--- config.mk ---
export PLATFORM = sky130hd
export DESIGN_NAME = i2c_master_bit_sequencer_unit
export DESIGN_NICKNAME = d
export VERILOG_FILES = /design/src/hw/rtl/i2cbs_pkg.sv /design/src/hw/rtl/i2c_master_bit_sequencer_unit.sv /design/src/hw/rtl/i2cbs_front.sv /design/src/hw/rtl/i2cbs_queue.sv /design/src/hw/rtl/i2cbs_back.sv
export SDC_FILE = /design/constraint.sdc
export NUM_CORES = 1
export LEC_CHECK = 0
export BUFFER_PORTS_ARGS = -buffer_cell sky130_fd_sc_hd__buf_2
export CAP_MARGIN = 25
export CORE_ASPECT_RATIO = 0.7
export CORE_MARGIN = 5
export CORE_UTILIZATION = 45
export DETAILED_ROUTE_END_ITERATION = 12
export GPL_TIMING_DRIVEN = 0
export PLACE_DENSITY_LB_ADDON = 0.2
export SLEW_MARGIN = 20
export SYNTH_ARGS = -nofsm -noshare
export SYNTH_HDL_FRONTEND = slang
export SYNTH_HIERARCHICAL = 1
export SYNTH_SLANG_ARGS = --single-unit
--- constraint.sdc ---
create_clock -name clk_i -period 8.4 [get_ports clk_i]
set_input_delay 1.26 -clock clk_i [delete_from_list [all_inputs] [get_ports clk_i]]
set_output_delay 1.26 -clock clk_i [all_outputs]
set_load 0.05 [all_outputs]
--- src/hw/rtl/i2cbs_pkg.sv ---
// ============================================================================
// i2cbs_pkg: shared types and constants of the I2C master bit sequencer
// Command codes, the decoded item that passes from the front part to the
// back part, and the stream payload widths.
// ============================================================================
package i2cbs_pkg;

  localparam int unsigned KindW      = 3;
  localparam int unsigned InTdataW   = 16;
  localparam int unsigned OutTdataW  = 16;
  localparam int unsigned QueueDepth = 2;
  localparam int unsigned QueueAw    = $clog2(QueueDepth);

  typedef enum logic [KindW-1:0] {
    CMD_NONE     = 3'd0,
    CMD_START    = 3'd1,
    CMD_STOP     = 3'd2,
    CMD_WRITE    = 3'd3,
    CMD_READ     = 3'd4,
    CMD_SEND_ACK = 3'd5,
    CMD_RECV_ACK = 3'd6
  } cmd_e;

  // One decoded tick: the command (idle when none), the value that seeds the
  // shift register when the command starts, and the sampled SDA level.
  typedef struct packed {
    cmd_e       cmd;
    logic [7:0] seed;
    logic       sda_line;
  } item_t;

endpackage

--- src/hw/rtl/i2c_master_bit_sequencer_unit.sv ---
// ============================================================================
// i2c_master_bit_sequencer_unit: I2C master pin sequencer
// Turns a stream of ticks, each optionally carrying a bus command, into a
// stream of SCL/SDA drive levels and status, one result per tick.
// ============================================================================
// Every input transaction is one tick and yields exactly one output
// transaction. A tick that arrives while the sequencer is idle may start a
// command (start, stop, write byte, read byte, send ack, receive ack); the
// command then performs one pin write per tick, starting on the tick that
// carries it, and a command that arrives while one is still running is
// dropped and reported as rejected. The block takes one transaction per
// clock and delivers one per clock when the output side keeps up: the back
// part performs one pin step per tick and registers its result as the tick
// leaves the two-entry queue, so an unstalled tick passes through a queue
// entry and then the output register from input to output. The queue lets the
// input side keep running for two more transactions while the output is stalled.
module i2c_master_bit_sequencer_unit import i2cbs_pkg::*; (
  input  logic                 clk_i,
  input  logic                 rst_ni,
  input  logic                 s_axis_tvalid,
  output logic                 s_axis_tready,
  // Fields from bit 0 up: data_byte [7:0], ack_bit [8], sda_line [9], zero fill.
  input  logic [InTdataW-1:0]  s_axis_tdata,
  // Fields: kind [2:0].
  input  logic [KindW-1:0]     s_axis_tuser,
  output logic                 m_axis_tvalid,
  input  logic                 m_axis_tready,
  // Fields from bit 0 up: scl_out [0], sda_out [1], busy_res [2], done_res [3],
  // rx_byte [11:4], rx_ack [12], rejected [13], zero fill.
  output logic [OutTdataW-1:0] m_axis_tdata
);

  logic  push, full, pop, q_valid;
  item_t front_item, q_item;

  // The front part decodes the tick so the queue carries only what the
  // sequencer needs.
  i2cbs_front u_front (
    .s_valid_i (s_axis_tvalid),
    .s_ready_o (s_axis_tready),
    .s_data_i  (s_axis_tdata),
    .s_kind_i  (s_axis_tuser),
    .push_o    (push),
    .item_o    (front_item),
    .full_i    (full)
  );

  i2cbs_queue u_queue (
    .clk_i   (clk_i),
    .rst_ni  (rst_ni),
    .push_i  (push),
    .item_i  (front_item),
    .full_o  (full),
    .pop_i   (pop),
    .valid_o (q_valid),
    .item_o  (q_item)
  );

  // The back part owns all bus state and the output register.
  i2cbs_back u_back (
    .clk_i     (clk_i),
    .rst_ni    (rst_ni),
    .q_valid_i (q_valid),
    .q_item_i  (q_item),
    .pop_o     (pop),
    .m_valid_o (m_axis_tvalid),
    .m_ready_i (m_axis_tready),
    .m_data_o  (m_axis_tdata)
  );

`ifndef SYNTHESIS
  // A completed command is always reported as busy on the same tick.
  assert property (@(posedge clk_i) disable iff (!rst_ni)
    (m_axis_tvalid && m_axis_tdata[3]) |-> m_axis_tdata[2])
    else $error("done reported without busy");

  // A command can only be rejected while a sequence is running.
  assert property (@(posedge clk_i) disable iff (!rst_ni)
    (m_axis_tvalid && m_axis_tdata[13]) |-> m_axis_tdata[2])
    else $error("rejected reported while idle");

  // The queue only fills up behind a result that is waiting to be taken.
  assert property (@(posedge clk_i) disable iff (!rst_ni)
    !s_axis_tready |-> m_axis_tvalid)
    else $error("input stalled with no result pending");
`endif

endmodule

--- src/hw/rtl/i2cbs_front.sv ---
// ============================================================================
// i2cbs_front: input acceptance and command decode
// Unpacks the input stream, maps unused codes to no command and picks the
// shift seed so that the back part sees one narrow decoded item.
// ============================================================================
module i2cbs_front import i2cbs_pkg::*; (
  input  logic                s_valid_i,
  output logic                s_ready_o,
  input  logic [InTdataW-1:0] s_data_i,
  input  logic [KindW-1:0]    s_kind_i,
  output logic                push_o,
  output item_t               item_o,
  input  logic                full_i
);

  logic [7:0] data_byte;
  logic       ack_bit;
  logic       is_cmd;

  assign data_byte = s_data_i[7:0];
  assign ack_bit   = s_data_i[8];
  assign s_ready_o = ~full_i;
  assign push_o    = s_valid_i & ~full_i;

  always_comb begin
    is_cmd = (s_kind_i >= KindW'(CMD_START)) && (s_kind_i <= KindW'(CMD_RECV_ACK));
    item_o.cmd      = is_cmd ? cmd_e'(s_kind_i) : CMD_NONE;
    item_o.sda_line = s_data_i[9];
    case (item_o.cmd)
      CMD_WRITE:    item_o.seed = data_byte;
      CMD_SEND_ACK: item_o.seed = {7'd0, ack_bit};
      default:      item_o.seed = 8'd0;
    endcase
  end

endmodule

--- src/hw/rtl/i2cbs_queue.sv ---
// ============================================================================
// i2cbs_queue: short decoupling queue
// A small first-in first-out buffer of decoded items between front and back.
// ============================================================================
module i2cbs_queue import i2cbs_pkg::*; (
  input  logic  clk_i,
  input  logic  rst_ni,
  input  logic  push_i,
  input  item_t item_i,
  output logic  full_o,
  input  logic  pop_i,
  output logic  valid_o,
  output item_t item_o
);

  item_t                entry_q [QueueDepth];
  logic [QueueAw-1:0]   wr_ptr_q, wr_ptr_d;
  logic [QueueAw-1:0]   rd_ptr_q, rd_ptr_d;
  logic [QueueAw:0]     count_q, count_d;
  logic                 do_push, do_pop;

  assign full_o  = (count_q == (QueueAw+1)'(QueueDepth));
  assign valid_o = (count_q != '0);
  assign item_o  = entry_q[rd_ptr_q];
  assign do_push = push_i & ~full_o;
  assign do_pop  = pop_i & valid_o;

  always_comb begin
    wr_ptr_d = do_push ? wr_ptr_q + 1'b1 : wr_ptr_q;
    rd_ptr_d = do_pop  ? rd_ptr_q + 1'b1 : rd_ptr_q;
    count_d  = count_q;
    if (do_push && !do_pop) begin
      count_d = count_q + 1'b1;
    end else if (do_pop && !do_push) begin
      count_d = count_q - 1'b1;
    end
  end

  always_ff @(posedge clk_i or negedge rst_ni) begin
    if (!rst_ni) begin
      wr_ptr_q <= '0;
      rd_ptr_q <= '0;
      count_q  <= '0;
    end else begin
      wr_ptr_q <= wr_ptr_d;
      rd_ptr_q <= rd_ptr_d;
      count_q  <= count_d;
    end
  end

  always_ff @(posedge clk_i) begin
    if (do_push) begin
      entry_q[wr_ptr_q] <= item_i;
    end
  end

endmodule

--- src/hw/rtl/i2cbs_back.sv ---
// ============================================================================
// i2cbs_back: pin sequencer and result register
// Performs one pin step per decoded item and holds the packed result until
// the output side takes it.
// ============================================================================
module i2cbs_back import i2cbs_pkg::*; (
  input  logic                 clk_i,
  input  logic                 rst_ni,
  input  logic                 q_valid_i,
  input  item_t                q_item_i,
  output logic                 pop_o,
  output logic                 m_valid_o,
  input  logic                 m_ready_i,
  output logic [OutTdataW-1:0] m_data_o
);

  cmd_e       active_q, active_d, cmd_eff;
  logic [1:0] phase_q, phase_d, phase_eff;
  logic [2:0] bit_q, bit_d, bit_eff;
  logic [7:0] shift_q, shift_d, shift_eff;
  logic       scl_q, scl_d, sda_q, sda_d;
  logic [7:0] rx_byte_q, rx_byte_d;
  logic       rx_ack_q, rx_ack_d;
  logic       busy, done, rejected;
  logic                 out_valid_q;
  logic [OutTdataW-1:0] out_data_q;

  assign pop_o     = q_valid_i & (~out_valid_q | m_ready_i);
  assign m_valid_o = out_valid_q;
  assign m_data_o  = out_data_q;

  always_comb begin
    cmd_eff   = active_q;
    phase_eff = phase_q;
    bit_eff   = bit_q;
    shift_eff = shift_q;
    rejected  = 1'b0;
    if (active_q != CMD_NONE) begin
      rejected = (q_item_i.cmd != CMD_NONE);
    end else if (q_item_i.cmd != CMD_NONE) begin
      cmd_eff   = q_item_i.cmd;
      phase_eff = 2'd0;
      bit_eff   = 3'd0;
      shift_eff = q_item_i.seed;
    end

    active_d  = cmd_eff;
    phase_d   = phase_eff + 2'd1;
    bit_d     = bit_eff;
    shift_d   = shift_eff;
    scl_d     = scl_q;
    sda_d     = sda_q;
    rx_byte_d = rx_byte_q;
    rx_ack_d  = rx_ack_q;
    done      = 1'b0;
    busy      = (cmd_eff != CMD_NONE);

    case (cmd_eff)
      CMD_START: begin
        case (phase_eff)
          2'd0:    sda_d = 1'b1;
          2'd1:    scl_d = 1'b1;
          2'd2:    sda_d = 1'b0;
          default: begin
            scl_d = 1'b0;
            done  = 1'b1;
          end
        endcase
      end
      CMD_STOP: begin
        case (phase_eff)
          2'd0:    sda_d = 1'b0;
          2'd1:    scl_d = 1'b1;
          default: begin
            sda_d = 1'b1;
            done  = 1'b1;
          end
        endcase
      end
      CMD_WRITE: begin
        case (phase_eff)
          2'd0:    sda_d = shift_eff[~bit_eff];
          2'd1:    scl_d = 1'b1;
          default: begin
            scl_d = 1'b0;
            if (bit_eff == 3'd7) begin
              done = 1'b1;
            end else begin
              phase_d = 2'd0;
              bit_d   = bit_eff + 3'd1;
            end
          end
        endcase
      end
      CMD_READ: begin
        case (phase_eff)
          2'd0:    sda_d = 1'b1;
          2'd1:    scl_d = 1'b1;
          default: begin
            scl_d   = 1'b0;
            shift_d = {shift_eff[6:0], q_item_i.sda_line};
            if (bit_eff == 3'd7) begin
              rx_byte_d = shift_d;
              done      = 1'b1;
            end else begin
              phase_d = 2'd1;
              bit_d   = bit_eff + 3'd1;
            end
          end
        endcase
      end
      CMD_SEND_ACK: begin
        case (phase_eff)
          2'd0:    sda_d = shift_eff[0];
          2'd1:    scl_d = 1'b1;
          default: begin
            scl_d = 1'b0;
            done  = 1'b1;
          end
        endcase
      end
      CMD_RECV_ACK: begin
        case (phase_eff)
          2'd0:    sda_d = 1'b1;
          2'd1:    scl_d = 1'b1;
          default: begin
            scl_d    = 1'b0;
            rx_ack_d = q_item_i.sda_line;
            done     = 1'b1;
          end
        endcase
      end
      default: phase_d = 2'd0;
    endcase

    if (done) begin
      active_d = CMD_NONE;
      phase_d  = 2'd0;
      bit_d    = 3'd0;
    end
  end

  always_ff @(posedge clk_i or negedge rst_ni) begin
    if (!rst_ni) begin
      active_q    <= CMD_NONE;
      phase_q     <= 2'd0;
      bit_q       <= 3'd0;
      shift_q     <= 8'd0;
      scl_q       <= 1'b1;
      sda_q       <= 1'b1;
      rx_byte_q   <= 8'd0;
      rx_ack_q    <= 1'b1;
      out_valid_q <= 1'b0;
    end else begin
      if (pop_o) begin
        active_q  <= active_d;
        phase_q   <= phase_d;
        bit_q     <= bit_d;
        shift_q   <= shift_d;
        scl_q     <= scl_d;
        sda_q     <= sda_d;
        rx_byte_q <= rx_byte_d;
        rx_ack_q  <= rx_ack_d;
      end
      if (pop_o) begin
        out_valid_q <= 1'b1;
      end else if (m_ready_i) begin
        out_valid_q <= 1'b0;
      end
    end
  end

  // Result fields from bit 0 up: scl, sda, busy, done, rx byte, rx ack, rejected.
  always_ff @(posedge clk_i) begin
    if (pop_o) begin
      out_data_q <= {2'b00, rejected, rx_ack_d, rx_byte_d, done, busy, sda_d, scl_d};
    end
  end

endmodule
* Word-level counts from Yosys, hierarchy flattened
Memory sizes are Yosys's and may differ from the RTL's. Index checks and enable logic that the tools add are counted.
Storage, ports and cells: word-level logic and storage cells 115, RAM bits 24, memories 1, register bits 46, input port bits 23
Operators by class: equality and inequality tests 12, bitwise logic cells 8, magnitude comparators 3, reduce and logical (&&, ||, !) cells 20, muxes and demuxes 51, $add $sub $neg 6
Memory list:
- u_queue.entry_q | depth 2, bits a word 12, rd ports 1, clocked after Yosys merged registers in 0, write ports 1, line i2cbs_queue.sv:16 | item_t entry_q [QueueDepth];
Operator list (number):
- $mux W8 | 7
- $mux W3 | 10
- $mux W2 | 9
- $pmux W8 S2 | 1
- $eq A3 B3 Y1 const B | 5
- $mux W1 | 15
- $eq A3 B2 Y1 const B | 3
- $reduce_bool A3 Y1 | 3
- $pmux W1 S2 | 4
- $reduce_or A2 Y1 | 4
- $reduce_or A4 Y1 | 2
- $pmux W1 S3 | 2
- $pmux W2 S3 | 1
- $reduce_bool A2 Y1 | 3
- $reduce_or A3 Y1 | 2
- $pmux W1 S5 | 1
- $add A2 B1 Y2 const B | 2
- $and A1 B1 Y1 | 4
- $eq A2 B2 Y1 const B | 2
- $lt A3 B4 Y1 const B | 1
- $add A3 B1 Y3 const B | 1
- $bmux W1 S3 | 1
- $eq A3 B1 Y1 const B | 1
- $ge A3 B1 Y1 const B | 1
- other kinds (10) | 15

* Depth between registers and ports, before layout
Gate-level depths: netlist (run 1). An unclocked memory read counts as a cell.
depth in word-level cells 9, mapped depth 13, depth with buffers taken out 10

* By module
Netlist (run 1), hierarchy kept.
Modules (own cells, without submodules):
- i2cbs_back | area each 2595.0 sq um, instances 1, cells each 249
- i2cbs_queue | area each 1069.8 sq um, instances 1, cells each 56
- i2cbs_front | area each 115.1 sq um, instances 1, cells each 17

* Least setup slack after synthesis (run 1)
Ideal clock, no wire load.
path kind register to register, start reg u_queue.rd_ptr_q, end reg u_back.bit_q[2], data required time 8.275 ns, stages on the path, launching flop included 12, data arrival time 3.151 ns, clock period less this slack 3.276 ns, setup slack 5.124 ns, path buffers 1, cells stage by stage dfrtp_1 -> buf_6 -> mux2_2 -> or3_4 -> nand2_1 -> nand2_1 -> ha_1 -> or2_2 -> a2111oi_1 -> a311oi_4 -> a31oi_1 -> o22ai_1
RTL lines:
- start, declared | line i2cbs_queue.sv:18 | logic [QueueAw-1:0] rd_ptr_q, rd_ptr_d;
- start signal, assigned | line i2cbs_queue.sv:46 | rd_ptr_q <= rd_ptr_d;
- end signal, assigned | line i2cbs_back.sv:158 | bit_q <= bit_d;
- end, declared | line i2cbs_back.sv:19 | logic [2:0] bit_q, bit_d, bit_eff;

==> results of run 1 <==
report_power, final:
| group | internal (mW) | leakage, nW | switching, mW |
|---|---|---|---|
| logic | 0.321 | 0.891 | 0.579 |
| registers | 0.489 | 0.774 | 0.0535 |
| clock network | 0.232 | 0.136 | 0.143 |
| total | 1.04 | 1.80 | 0.776 |
critical path, stage by stage (launching register included):
cell and delay [ns]:
dfrtp_1 0.45, buf_6 0.20, mux2_2 0.41, or3_4 0.44, nand2_1 0.24, nand2_1 0.17, ha_1 0.30, or2_2 0.35
a2111oi_1 0.59, a311oi_4 0.15, o211ai_4 0.18, o31ai_1 0.14
worst paths after layout:
kind	endpoint	depth (start not counted)
min reg2reg	u_back/rx_byte_q[0]	1
min in group asynchronous	u_back/active_q[0]	1
max reg2reg	u_back/phase_q[0]	11
min	u_back/rx_byte_q[0]	1
max in group asynchronous	u_back/phase_q[1]	1
max	u_back/phase_q[0]	11
per-layer routing:
layer,share of wire (%),up-vias,track usage [%],wire [µm]
met5,0,-,0,0
met4,1.1,0,5.198,92
met3,5.0,8,3.588,399
met2,43,66,23.36,3415
met1,51,1251,25.46,4102
li1,-,1286,-,-
stage by stage:
stage	util, %	hold slack, ns
after global routing	52.43	0.5167
after floorplan	-	0.4503
after global placement	48.81	0.4623
after CTS	52.40	0.4942
after detailed placement	48.81	0.4723
final	52.43	0.4895
sequential cells by signal (all words and copies together), names as in the netlist, 2 cells and up:
signal / count
u_back/m_data_o: 14
u_back/shift_q: 8
u_back/bit_q: 3
u_back/phase_q: 2
u_back/active_q: 3
u_queue/count_q: 2
u_back/rx_byte_q: 8
u_queue/entry_q: 24
cells in the final DEF, fill, tap and decap left out, types with 5 or more instances in the layout:
cell	instances
buf_4	6
nor2_1	30
a21oi_1	23
clkbuf_16	9
nand3_1	5
ha_1	7
nand2_1	18
buf_2	36
inv_1	14
o21ai_0	7
and2_1	8
dfrtp_1	29
edfxtp_1	38
mux2_2	20
mux2i_1	11
layout make-up:
| class | instances | area share, % |
|---|---|---|
| inverter | 15 | 1.288 |
| multi-input combinational | 223 | 38.52 |
| tap | 105 | 3.005 |
| sequential | 70 | 44.50 |
| clock buffer | 10 | 5.238 |
| clock inverter | 6 | 1.603 |
| buffer | 15 | 2.290 |
| timing repair buffer | 31 | 3.549 |
cells by family (layout without fill, tap and decap cells):
| logic type | Yosys count | after routing | synth area share (%) |
|---|---|---|---|
| adder cells (fa/ha/maj) | 7 | 7 | 2.317 |
| AND/OR/NAND/NOR | 98 | 98 | 15.06 |
| XOR/XNOR | 5 | 5 | 1.159 |
| AO/OA/AOI/OAI | 76 | 76 | 15.00 |
| buffers and inverters | 30 | 77 | 4.137 |
| other | 1 | 2 | 0.09921 |
| flip-flops | 70 | 70 | 51.47 |
| multiplexers | 35 | 35 | 10.76 |
==> results.py, run 1 <==
metrics = {
    "routing": {
        "drc": 0,
        "avgViaCountPerCell": 5.497,
        "wire_per_inst_um": 16.86,
        "first_iter_violations": 168,
        "antenna_left": 0,
        "drt_wl_total_um": 8009,
        "first_pass_iters": 4,
        "vias": 2611,
    },
    "layout": {
        "regArea_mm2": 0.001946,
        "nNetsFinal": 395,
        "final_area_mm2": 0.004372,
        "fin_cells": 475,
        "antenna_cells": 0,
        "multi_input_area_mm2": 0.001684,
        "fillers": 737,
        "area_delta_synth_final_pct": 15.66,
        "drive_above_1_share_pct": 28.38,
    },
    "power": {
        "power_leakage_nw": 1.801,
        "p_per_area_mw_per_mm2": 415.7,
        "ir_drop_mv": 0.1533,
        "finalPower_mw": 1.817,
    },
    "placed_design": {
        "io_buffer_count": 31,
        "gp_congestion": 0.8920,
        "dp.cells": 459,
        "hpwl_um": 5950,
        "pre_cts_slack_ns": 4.630,
        "placed_area_mm2": 0.004070,
    },
    "clock_network": {
        "cts.sinks": 70,
        "cts_made_buffers": 9,
        "cts_setup_buffers": 0,
        "clk_root_buffer_cell": "clkbuf_16",
        "hold_buffers": 0,
        "cts.clk_slew.worst_paths_ns": 0.06,
        "cts-htree-levels": 3,
        "cts_buffer_depth": 2,
        "cts-resized-gates": 0,
        "cts_tree": "built",
        "clk_latency_ns": 0.33,
    },
    "sta": {
        "skew_ns": 0.009009,
        "rsz0062_at_grt": "no",
        "fmax_mhz": 266.0,
        "hold_viol": 0,
        "slew_violations": 0,
        "worst_pin_slew_ns": 0.7428,
        "fin_tns_setup_ns": 0,
        "finalCritPeriodShare_pct": 44.76,
        "fin_crit_ns": 3.760,
        "slew_headroom_pct": 50.48,
        "fin_ws_ns": 4.640,
        "setup_violations": 0,
    },
    "yosys": {
        "postSynth.asyncResetShare_pct": 45.71,
        "syn_inst": 322,
        "ys.flop_type": "edfxtp_1",
        "synth.most_common_cell": "edfxtp_1",
        "ys_ff_latch": 70,
        "ys_types": 72,
        "synth_common_cells": "edfxtp_1 (38), nor2_1 (31), dfrtp_1 (29)",
        "synthTopCellsByArea": "edfxtp_1 (30%), dfrtp_1 (19%), mux2_2 (6.0%)",
        "yosysWarnings": 6,
        "synth_top_area_share_pct": 30.19,
        "yosysSeqAreaShare_pct": 51.47,
        "synth-edff-count": 38,
        "netlist_area_mm2": 0.003780,
        "synth_area_per_cell_um2": 11.74,
        "synth.largest_area_cell": "edfxtp_1",
    },
    "die": {
        "die-area_mm2": 0.01036,
        "die_height_um": 86.68,
        "core-area_mm2": 0.008338,
        "rows": 28,
        "boundaryPins": 41,
        "start_util_pct": 45.33,
        "dieWidth_um": 119.5,
    },
    "min_path": {
        "hold_class": "flip-flop to flip-flop",
        "hp-start": "u_back/rx_byte_q[0]",
    },
    "grt": {
        "first_global_vias": 2538,
        "globalRoute.totalOverflow": 0,
        "grt_max_degree": 33,
        "antenna_found_initial": 0,
        "grt_first_pass_wirelength_um": 13260,
        "gr-usage-all-layers_pct": 16.61,
    },
    "setup_path": {
        "crit_start": "u_queue/rd_ptr_q",
        "path_max_fanout": 10,
        "start_kind": "flip-flop",
        "rrSetupSlack_ns": 4.64,
        "worstPathRequired_ns": 8.60,
        "arrival_ns": 3.96,
        "end_kind": "flip-flop",
        "r2r_start": "u_queue/rd_ptr_q",
        "path_class": "flip-flop to flip-flop",
    },
    "status": {
        "outcome": "complete, no violations",
    },
    "run": {
        "drv_cap": 0,
    },
}
(Power assumes the default switching activity.)
==> run 2: changes to the inputs <==
clock period = 3.7 ns   (was 8.4 ns; I/O delays follow)
==> results.py, run 2 (same netlist as run 1, synthesis figures left out) <==
metrics = {
    "setup_path": {
        "worstPathRequired_ns": 3.91,
        "crit_chain": "buf_6, mux2_2, or3_4, nand2_2, nand2_1, ha_2, or2_2, a2111oi_2, a311oi_4, buf_4, a31oi_1, mux2i_1",
        "start_kind": "flip-flop",
        "crit_family": "simple AND/OR/NAND/NOR gates",
        "end_kind": "flip-flop",
        "path_class": "flip-flop to flip-flop",
        "path_buf_inv": 2,
        "cp.depth": 12,
        "path_max_fanout": 10,
        "reg2reg_depth": 12,
        "critPathSlowestCell": "a2111oi_2",
        "cpPeakStageDelay_ns": 0.47,
        "arrival_ns": 3.73,
    },
    "grt": {
        "first_global_vias": 2540,
        "antenna_found_initial": 0,
        "grt_max_degree": 33,
        "met3_usage_pct": 3.588,
        "grt_first_pass_wirelength_um": 13260,
        "grtUsageMet2_pct": 23.36,
        "grt.met1_usage_pct": 25.46,
        "globalRoute.totalOverflow": 0,
        "busiest_layer": "met1",
        "gr-usage-all-layers_pct": 16.61,
    },
    "sta": {
        "skew_ns": 0.006784,
        "fin_crit_ns": 3.517,
        "worst_pin_slew_ns": 0.7479,
        "slew_headroom_pct": 50.14,
        "slew_violations": 0,
        "rsz0062_at_grt": "yes",
        "hold_viol": 0,
        "finalCritPeriodShare_pct": 95.05,
        "fin_ws_ns": 0.1830,
        "setup_violations": 0,
        "fmax_mhz": 284.3,
    },
    "die": {
        "rows": 28,
        "die_height_um": 86.68,
        "die-area_mm2": 0.01036,
        "core-area_mm2": 0.008338,
        "dieWidth_um": 119.5,
        "start_util_pct": 45.33,
        "boundaryPins": 41,
    },
    "power": {
        "net-switching-power_mw": 1.771,
        "pwr-share-clk_pct": 20.5,
        "ir_drop_mv": 0.3470,
        "intPower_mw": 2.382,
        "power_frac_seq_pct": 29.7,
        "power_leakage_nw": 1.802,
        "share_comb_of_total_power_pct": 49.8,
        "p_sw_share_pct": 42.65,
        "p_per_area_mw_per_mm2": 945.4,
    },
    "placed_design": {
        "placed_area_mm2": 0.004070,
        "pre_cts_slack_ns": -0.07024,
        "io_buffer_count": 31,
        "gp_congestion": 0.8920,
        "hpwl_um": 5950,
        "dp.cells": 459,
    },
    "layout": {
        "final_area_mm2": 0.004393,
        "largest_register_ff_count": 24,
        "nNetsFinal": 396,
        "drive_above_1_share_pct": 29.92,
        "area_delta_synth_final_pct": 16.22,
        "final_cell_mix": "edfxtp_1 (38), buf_2 (36), nor2_1 (30), dfrtp_1 (28), a21oi_1 (23)",
        "antenna_cells": 0,
        "top_register": "u_queue/entry_q",
        "mostFrequentLayoutCell": "edfxtp_1",
        "fin_cells": 476,
    },
    "clock_network": {
        "cts.sinks": 70,
        "clk_latency_ns": 0.33,
        "cts.clk_slew.worst_paths_ns": 0.06,
        "cts_buffer_depth": 2,
        "cts_made_buffers": 9,
        "cts_tree": "built",
        "clk_root_buffer_cell": "clkbuf_16",
        "cts-htree-levels": 3,
        "hold_buffers": 0,
    },
    "min_path": {
        "hold_class": "primary input to async pin",
    },
    "routing": {
        "wire_per_inst_um": 16.86,
        "drt_wl_total_um": 8024,
        "antenna_left": 0,
        "first_iter_violations": 142,
        "avgViaCountPerCell": 5.500,
        "first_pass_iters": 5,
        "vias": 2618,
        "drc": 0,
    },
    "status": {
        "outcome": "complete, no violations",
    },
    "run": {
        "drv_cap": 0,
    },
}
## run 2: cell types whose count changed in the layout (fill, tap and decap cells not counted), sizes merged
| cell | delta |
|---|---|
| buf | +1 |
## run 2: power groups by stage
stage / sequential, mW / clock [mW] / combinational [mW]
global placement: 1.24 / 0 / 2.00
finish: 1.23 / 0.852 / 2.07
CTS: 1.23 / 0.870 / 2.05
global route: 1.26 / 0.907 / 2.24
floorplan: 1.43 / 0 / 1.36
detailed placement: 1.25 / 0 / 2.03
## run 2: stage by stage
stage / hold slack [ns] / TNS (ns) / util, % / power [mW]
final: 0.2856 / 0 / 52.69 / 4.153
after global routing: 0.3729 / -0.01864 / 52.69 / 4.410
after CTS: 0.3282 / 0 / 52.49 / 4.153
after detailed placement: 0.4723 / -0.4368 / 48.81 / 3.278
after global placement: 0.4623 / -0.2191 / 48.81 / 3.238
after floorplan: 0.2594 / 0 / - / 2.796
## run 2: final timing paths
path                                      from                    end  slack (ns)
max                           u_queue/rd_ptr_q        u_back/bit_q[1]        0.18
min                                     rst_ni     u_back/active_q[0]        0.29
max reg2reg                   u_queue/rd_ptr_q        u_back/bit_q[1]        0.18
min reg2reg                u_back/rx_byte_q[0]    u_back/rx_byte_q[0]        0.49
max in group asynchronous               rst_ni       u_queue/rd_ptr_q        2.88
min in group clk_i             s_axis_tdata[9]  u_queue/entry_q[1][0]        0.41
## run 2: area by class of cell
| cell class | count | area [µm²] |
|---|---|---|
| tap | 105 | 131.4 |
| clock inverter | 6 | 70.07 |
| multi-input combinational | 223 | 1697 |
| buffer | 15 | 100.1 |
| inverter | 15 | 56.30 |
| clock buffer | 10 | 229.0 |
| fill | 735 | 3945 |
| timing repair buffer | 32 | 162.7 |
| sequential | 70 | 1947 |
## run 2: per-layer routing
metal	vias up	routed length, µm
li1	1290	-
met1	1261	4052
met2	61	3419
met3	6	479
met4	0	72
met5	-	0
## run 2: timing repair
| item | 4_1_cts | 5_1_grt |
|---|---|---|
| setup buffers | 0 | 1 |
| endpoints found under the setup margin | 10 | 17 |
| gates resized for setup | 2 | 3 |
| pin swaps | 0 | 1 |
==> run 3: changes to the inputs <==
CELL_PAD_IN_SITES_DETAIL_PLACEMENT = 0   (was unset)
CELL_PAD_IN_SITES_GLOBAL_PLACEMENT = 2   (was unset)
CORE_UTILIZATION = 39   (was 45)
==> results.py, run 3 (same netlist as run 1, synthesis figures left out) <==
metrics = {
    "status": {
        "outcome": "complete, no violations",
    },
    "setup_path": {
        "r2r_start": "u_queue/rd_ptr_q",
        "start_kind": "flip-flop",
        "worstPathRequired_ns": 3.77,
        "rrSetupSlack_ns": 0.17,
        "crit_family": "simple AND/OR/NAND/NOR gates",
        "path_max_fanout": 10,
        "cpPeakStageDelay_ns": 0.44,
        "reg2reg_depth": 11,
        "cp.depth": 11,
        "path_class": "flip-flop to flip-flop",
        "path_buf_inv": 2,
        "end_kind": "flip-flop",
        "critPathSlowestCell": "or3_4",
        "crit_chain": "buf_6, mux2_2, or3_4, nand2_2, nand2_1, ha_2, nor4_4, o21ai_1, buf_2, nor2_4, mux2_1",
        "r2r_end": "u_back/m_data_o[4]",
        "arrival_ns": 3.60,
    },
    "routing": {
        "first_pass_iters": 4,
        "antenna_left": 0,
        "drc": 0,
        "drt_wl_total_um": 8754,
        "vias": 2638,
        "avgViaCountPerCell": 5.276,
        "wire_per_inst_um": 17.51,
        "first_iter_violations": 197,
    },
    "grt": {
        "grt_max_degree": 33,
        "antenna_found_initial": 0,
        "gr-usage-all-layers_pct": 15.67,
        "first_global_vias": 2680,
        "globalRoute.totalOverflow": 0,
        "grt_first_pass_wirelength_um": 14000,
    },
    "clock_network": {
        "cts.sinks": 70,
        "cts.clk_slew.worst_paths_ns": 0.05,
        "cts_tree": "built",
        "hold_buffers": 0,
        "cts_buffer_depth": 2,
        "clk_latency_ns": 0.33,
        "clk_root_buffer_cell": "clkbuf_16",
        "cts-htree-levels": 3,
        "cts_made_buffers": 9,
    },
    "sta": {
        "fmax_mhz": 283.6,
        "worst_pin_slew_ns": 0.7705,
        "fin_crit_ns": 3.526,
        "setup_violations": 0,
        "fin_ws_ns": 0.1739,
        "holdWs_ns": 0.3079,
        "rsz0062_at_grt": "no",
        "skew_ns": 0.003842,
        "fin_tns_setup_ns": 0,
        "hold_viol": 0,
        "slew_headroom_pct": 48.63,
        "slew_violations": 0,
        "finalCritPeriodShare_pct": 95.30,
    },
    "layout": {
        "area_delta_synth_final_pct": 17.38,
        "top_register": "u_queue/entry_q",
        "nNetsFinal": 397,
        "antenna_cells": 0,
        "largest_register_ff_count": 24,
        "mostFrequentLayoutCell": "edfxtp_1",
        "final_cell_mix": "edfxtp_1 (38), buf_2 (36), nor2_1 (31), dfrtp_1 (28), a21oi_1 (23)",
        "drive_above_1_share_pct": 29.03,
        "final_util_pct": 46.35,
        "fin_cells": 500,
        "fillers": 901,
    },
    "placed_design": {
        "pre_cts_slack_ns": -0.02584,
        "io_buffer_count": 31,
        "hpwl_um": 6406,
        "dp.cells": 483,
        "gp_congestion": 0.8260,
    },
    "die": {
        "die-area_mm2": 0.01179,
        "dieWidth_um": 127.7,
        "die_height_um": 92.37,
        "start_util_pct": 39.49,
        "boundaryPins": 41,
        "rows": 30,
        "core-area_mm2": 0.009572,
    },
    "power": {
        "p_per_area_mw_per_mm2": 949.6,
        "power_leakage_nw": 1.823,
        "ir_drop_mv": 0.3009,
    },
    "run": {
        "drv_cap": 0,
    },
    "min_path": {
        "hold_class": "primary input to async pin",
    },
}
## run 3: changes by cell type in the layout (fill, tap and decap cells not counted), sizes merged
cell      before  now
clkinvlp       3    0
bufinv         1    2
buf           45   46
clkinv         0    4
inv           17   15
## run 3: worst max-delay path by stage
| stage | from | to | slack (ns) |
|---|---|---|---|
| after CTS | u_queue/rd_ptr_q | u_back/m_data_o[4] | 0.06 |
| after detailed placement | u_queue/rd_ptr_q | u_back/bit_q[1] | -0.03 |
| after floorplan | u_queue/rd_ptr_q | u_back/bit_q[2] | 0.42 |
| after global routing | u_queue/rd_ptr_q | u_back/rx_byte_q[4] | 0.02 |
| after global placement | u_queue/rd_ptr_q | u_back/bit_q[2] | -0.1 |
| final | u_queue/rd_ptr_q | u_back/m_data_o[4] | 0.17 |
## run 3: timing repair
action / 4_1_cts / 5_1_grt
resized for setup: 2 / 3
setup buffers: 0 / 1
endpoints found under the setup margin: 8 / 20
pin swaps: 0 / 2
## run 3: stage by stage
step,total power [mW],instance area (µm²)
3_5_place_dp,3.315,4110
4_1_cts,4.222,4423
3_3_place_gp,3.300,4099
5_1_grt,4.481,4437
2_1_floorplan,2.796,3784
6_report,4.213,4437
## run 3: layer usage
layer  wire length, µm  up-vias  track usage (%)
met5                 0        -                0
met4                99        0            4.505
met3               476        8            4.438
met2              3556       61            21.67
li1                  -     1283                -
met1              4621     1286            23.70
## run 3: layout make-up
cell class	count	area (µm²)	area share (%)
Multi-Input combinational cell	223	1694	38.18
Sequential cell	70	1947	43.88
Timing Repair Buffer	33	173.9	3.920
Clock inverter	6	76.32	1.720
Inverter	15	56.30	1.269
Clock buffer	10	229.0	5.161
Tap cell	128	160.2	3.610
Buffer	15	100.1	2.256
## run 3: report_power, final
part / internal [mW] / switching [mW] / total (mW)
registers: 1.11 / 0.127 / 1.24
clock network: 0.581 / 0.299 / 0.880
logic: 0.750 / 1.34 / 2.09
total: 2.44 / 1.77 / 4.21
